$ cat src/ssc_pkg.sv
package ssc_pkg;

  // Coordinate and intermediate widths fixed by the segment format.
  localparam int COORD_W    = 20;
  localparam int ROOT_XBITS = 11;
  localparam int ROOT_W     = 32;
  localparam int NUM_W      = 35;
  localparam int DISC_W     = 44;
  localparam int RAD_W      = 64;
  localparam int DX_W       = COORD_W + 1;
  localparam int QX_W       = COORD_W + 2;

  // Job kinds decided by the front end.
  localparam logic [1:0] KIND_LINE = 2'd0;
  localparam logic [1:0] KIND_LINQ = 2'd1;
  localparam logic [1:0] KIND_QUAD = 2'd2;
  localparam logic [1:0] KIND_NONE = 2'd3;

  typedef logic signed [COORD_W-1:0] coord_t;

  // One classified segment, ready for the solver.
  typedef struct packed {
    coord_t                  x0;
    logic signed [DX_W-1:0]  dx1;
    logic signed [QX_W-1:0]  qx;
    logic signed [DX_W-1:0]  dx2;
    logic [1:0]              kind;
    logic                    rise1;
    logic signed [NUM_W-1:0] num1;
    logic signed [NUM_W-1:0] den;
    logic signed [NUM_W-1:0] e;
    logic [RAD_W-1:0]        rad;
  } seg_job_t;

  typedef struct packed {
    logic     valid;
    seg_job_t job;
  } job_req_t;

endpackage

$ cat src/ssc_queue.sv
module ssc_queue import ssc_pkg::*; (
  input  logic     clk,
  input  logic     rst_n,
  input  job_req_t push_req,
  output logic     push_ready,
  output job_req_t pop_req,
  input  logic     pop
);

  seg_job_t   mem_r [2];
  logic       wr_ptr_r, rd_ptr_r;
  logic [1:0] cnt_r;
  logic       push;

  assign push_ready    = cnt_r != 2'd2;
  assign push          = push_req.valid && push_ready;
  assign pop_req.valid = cnt_r != 2'd0;
  assign pop_req.job   = mem_r[rd_ptr_r];

  // Two-entry queue between classification and solving.
  always_ff @(posedge clk) begin
    if (!rst_n) begin
      wr_ptr_r <= 1'b0;
      rd_ptr_r <= 1'b0;
      cnt_r    <= 2'd0;
    end else begin
      if (push) begin
        wr_ptr_r <= !wr_ptr_r;
      end
      if (pop) begin
        rd_ptr_r <= !rd_ptr_r;
      end
      cnt_r <= cnt_r + 2'(push) - 2'(pop);
    end
    if (push) begin
      mem_r[wr_ptr_r] <= push_req.job;
    end
  end

  a_cnt_bound: assert property (@(posedge clk) disable iff (!rst_n) cnt_r <= 2'd2)
    else $error("queue occupancy beyond depth");
  a_no_underflow: assert property (@(posedge clk) disable iff (!rst_n) pop |-> cnt_r != 2'd0)
    else $error("pop from empty queue");

endmodule

$ cat config.mk
export PLATFORM = sky130hd
export DESIGN_NAME = ssc_queue
export DESIGN_NICKNAME = d
export VERILOG_FILES = /design/src/ssc_pkg.sv /design/src/ssc_queue.sv
export SDC_FILE = /design/constraint.sdc
export NUM_CORES = 1
export LEC_CHECK = 0
export ABC_AREA = 1
export BUFFER_PORTS_ARGS = -buffer_cell sky130_fd_sc_hd__buf_2
export CELL_PAD_IN_SITES_DETAIL_PLACEMENT = 0
export CELL_PAD_IN_SITES_GLOBAL_PLACEMENT = 1
export CORE_ASPECT_RATIO = 0.75
export CORE_MARGIN = 1.5
export CORE_UTILIZATION = 47
export CTS_CLUSTER_SIZE = 14
export DETAILED_ROUTE_END_ITERATION = 7
export PLACE_DENSITY = 0.85
export SKIP_CTS_REPAIR_TIMING = 1
export SLEW_MARGIN = 10
export SYNTH_ARGS = -nofsm -noshare
export SYNTH_HDL_FRONTEND = slang
export SYNTH_SLANG_ARGS = --single-unit
$ cat constraint.sdc
create_clock -name clk -period 27 [get_ports clk]
set_clock_uncertainty 0.15 [all_clocks]
set_input_delay 1.35 -clock clk [delete_from_list [all_inputs] [get_ports clk]]
set_output_delay 1.35 -clock clk [all_outputs]
set_load 0.01 [all_outputs]
==> flow_metrics.tcl <==
set metrics [dict create \
    critPathCaptureType "output port" \
    ioPinCount 518 \
    cts_tree "done" \
    dieArea_um2 41200 \
    worst_pin_slew_ns 1.10 \
    path_class "flip-flop to output port" \
    first_global_vias 9910 \
    initial_utilization_pct 47.6 \
    clk_pin_slew_ns 0.06 \
    leakage_uw 0.00864 \
    ys_ff_latch 517 \
    post-dp-hpwl_um 27500 \
    layout-drive-gt1-share_pct 60.2 \
    synth_cell_types 13 \
    clk_latency_ns 0.55 \
    cts.sinks 517 \
    drt_iter0_drc 592 \
    gp_congestion 0.785 \
    yosys_warnings 0 \
    core_um2 39500 \
    final_hold_viol_count 0 \
    drc_errors 0 \
    antenna_found_initial 15 \
    finalNonFillerCells 1938 \
    die_x_um 234 \
    crit_required_ns 25.50 \
    dr.pass1.iters 5 \
    worstHoldPathType "flip-flop to flip-flop" \
    io_buffers 517 \
    ir_drop_uv 54.9 \
    syn-cell-area_um2 18800 \
    fin_tns_setup_ns 0 \
    wl_um 40400 \
    regArea_um2 15500 \
    die_h_um 176 \
    gr-total-overflow 0 \
    slew_violations 0 \
    placedCellCount 1849 \
    grt_pass1_wl_um 58200 \
    floorplan.rows 63 \
    multiInputGateArea_um2 3000 \
    ant_nets 0 \
    yosysSeqAreaShare_pct 82.4 \
    p_per_area_nw_per_um2 77.8 \
    grt_max_degree 80 \
    nFillCells 2997 \
    rsz0062_at_grt "no" \
    cts_buffers 48 \
    viasPerCell 4.99 \
    syn_avg_cell_area_um2 22.7 \
    place_ws_ns 22.35 \
    relSlewSlack_pct 26.9 \
    synthesis.instances 829 \
    cts-root-buf "clkbuf_16" \
    post-route-period-util_pct 19.1 \
    synth.area.top_cells "edfxtp_1 82%, mux2_2 15%, buf_6 1.6%" \
    area_growth_syn_to_layout_pct 23.8 \
    crit_arrival_ns 3.67 \
    synth_top_cell_by_area "edfxtp_1" \
    grt_usage_pct 18.9 \
    drt-wirelength-per-cell_um 20.8 \
    startpoint_type "flip-flop" \
    status "completed" \
    critPathMaxFanout 79 \
    fin_ws_ns 21.83 \
    fin_nets 1640 \
    dpl_cell_area_um2 21800 \
    synth_top_area_share_pct 81.8 \
    num_vias 9671 \
    cts_buffer_depth 3 \
    ctsHtreeMaxLevel 2 \
    design_area_um2 23300 \
    maxCapViolations 0 \
    setup_viol 0 \
    synth_nets 1090 \
    fin_crit_ns 5.17 \
    total_power_uw 1810 \
    fmax_mhz 193 \
]
==> through the flow <==
step           hold slack [ns]  util, %
5_1_grt                  0.403     58.9
4_1_cts                  0.356     58.8
2_1_floorplan            0.313        -
3_3_place_gp             0.328     55.2
6_report                 0.350     58.9
3_5_place_dp             0.342     55.2
==> area by class of cell <==
cell class / count / area share (%)
inverters: 5 / 0.0807
clock inverters: 14 / 0.409
well taps: 520 / 2.80
diodes: 8 / 0.0861
repair buffers: 528 / 11.5
multi-input cells: 279 / 12.9
clock buffers: 67 / 5.69
flip-flops and latches: 517 / 66.6
==> cell usage in the layout (no fill, tap or decap), drive strengths merged <==
cell type and instances:
edfxtp 512, clkbuf 67, diode 8, buf 528, ha 1, dfxtp 5
mux2 256, xnor2 1, nand3 1, clkinvlp 2, clkinv 11, a21oi 1
nor2 7, bufinv 1, inv 5, nand2 12
==> registers in the layout (all words and copies together), names as in the netlist, named ones only <==
name and flops:
cnt_r 2, wr_ptr_r 1, rd_ptr_r 1, mem_r 512
==> path summary, 6_finish.rpt <==
| path | cells past startpoint | from | slack [ns] | to |
|---|---|---|---|---|
| max reg2reg | 6 | cnt_r[0] | 23.85 | mem_r[1][125] |
| min | 2 | rd_ptr_r | 0.35 | rd_ptr_r |
| max | 4 | flip-flop | 21.83 | pop_req[63] |
| min reg2reg | 2 | rd_ptr_r | 0.35 | rd_ptr_r |
==> cell families (layout without fill, tap and decap cells) <==
group,Yosys count,in the layout,share of synthesized area (%)
mux,256,256,15.3
fa+ha+maj,1,1,0.0666
flops,517,517,82.4
simple gates,20,20,0.406
xor+xnor,1,1,0.0466
buf+inv,33,614,1.73
other cells,0,8,0
compound gates,1,1,0.0266
==> cell usage after synthesis, drive strengths merged <==
| cell type | instances |
|---|---|
| edfxtp | 512 |
| mux2 | 256 |
| buf | 28 |
| nand2 | 12 |
| nor2 | 7 |
| dfxtp | 5 |
| inv | 5 |
| a21oi | 1 |
| ha | 1 |
| nand3 | 1 |
| xnor2 | 1 |
==> where the power goes <==
| group | total [uW] | internal, uW | switching, uW |
|---|---|---|---|
| Combinational | 209 | 88.9 | 120 |
| Sequential | 981 | 963 | 18.0 |
| Clock | 620 | 349 | 271 |
==> metal layers <==
| layer | global-route usage [%] | vias up | share of wire (%) |
|---|---|---|---|
| met2 | 31.2 | 384 | 50 |
| met5 | 0 | - | 0.14 |
| met3 | 6.12 | 71 | 8.6 |
| met4 | 6.57 | 8 | 2.6 |
| met1 | 23.6 | 4803 | 39 |
| li1 | - | 4405 | - |
==> worst max-delay path: stages (launching register included) <==
cell and delay, ns:
dfxtp_4 1.08, buf_4 0.76, buf_4 0.66, mux2_2 0.42, buf_2 0.14
(Power assumes the default switching activity.)
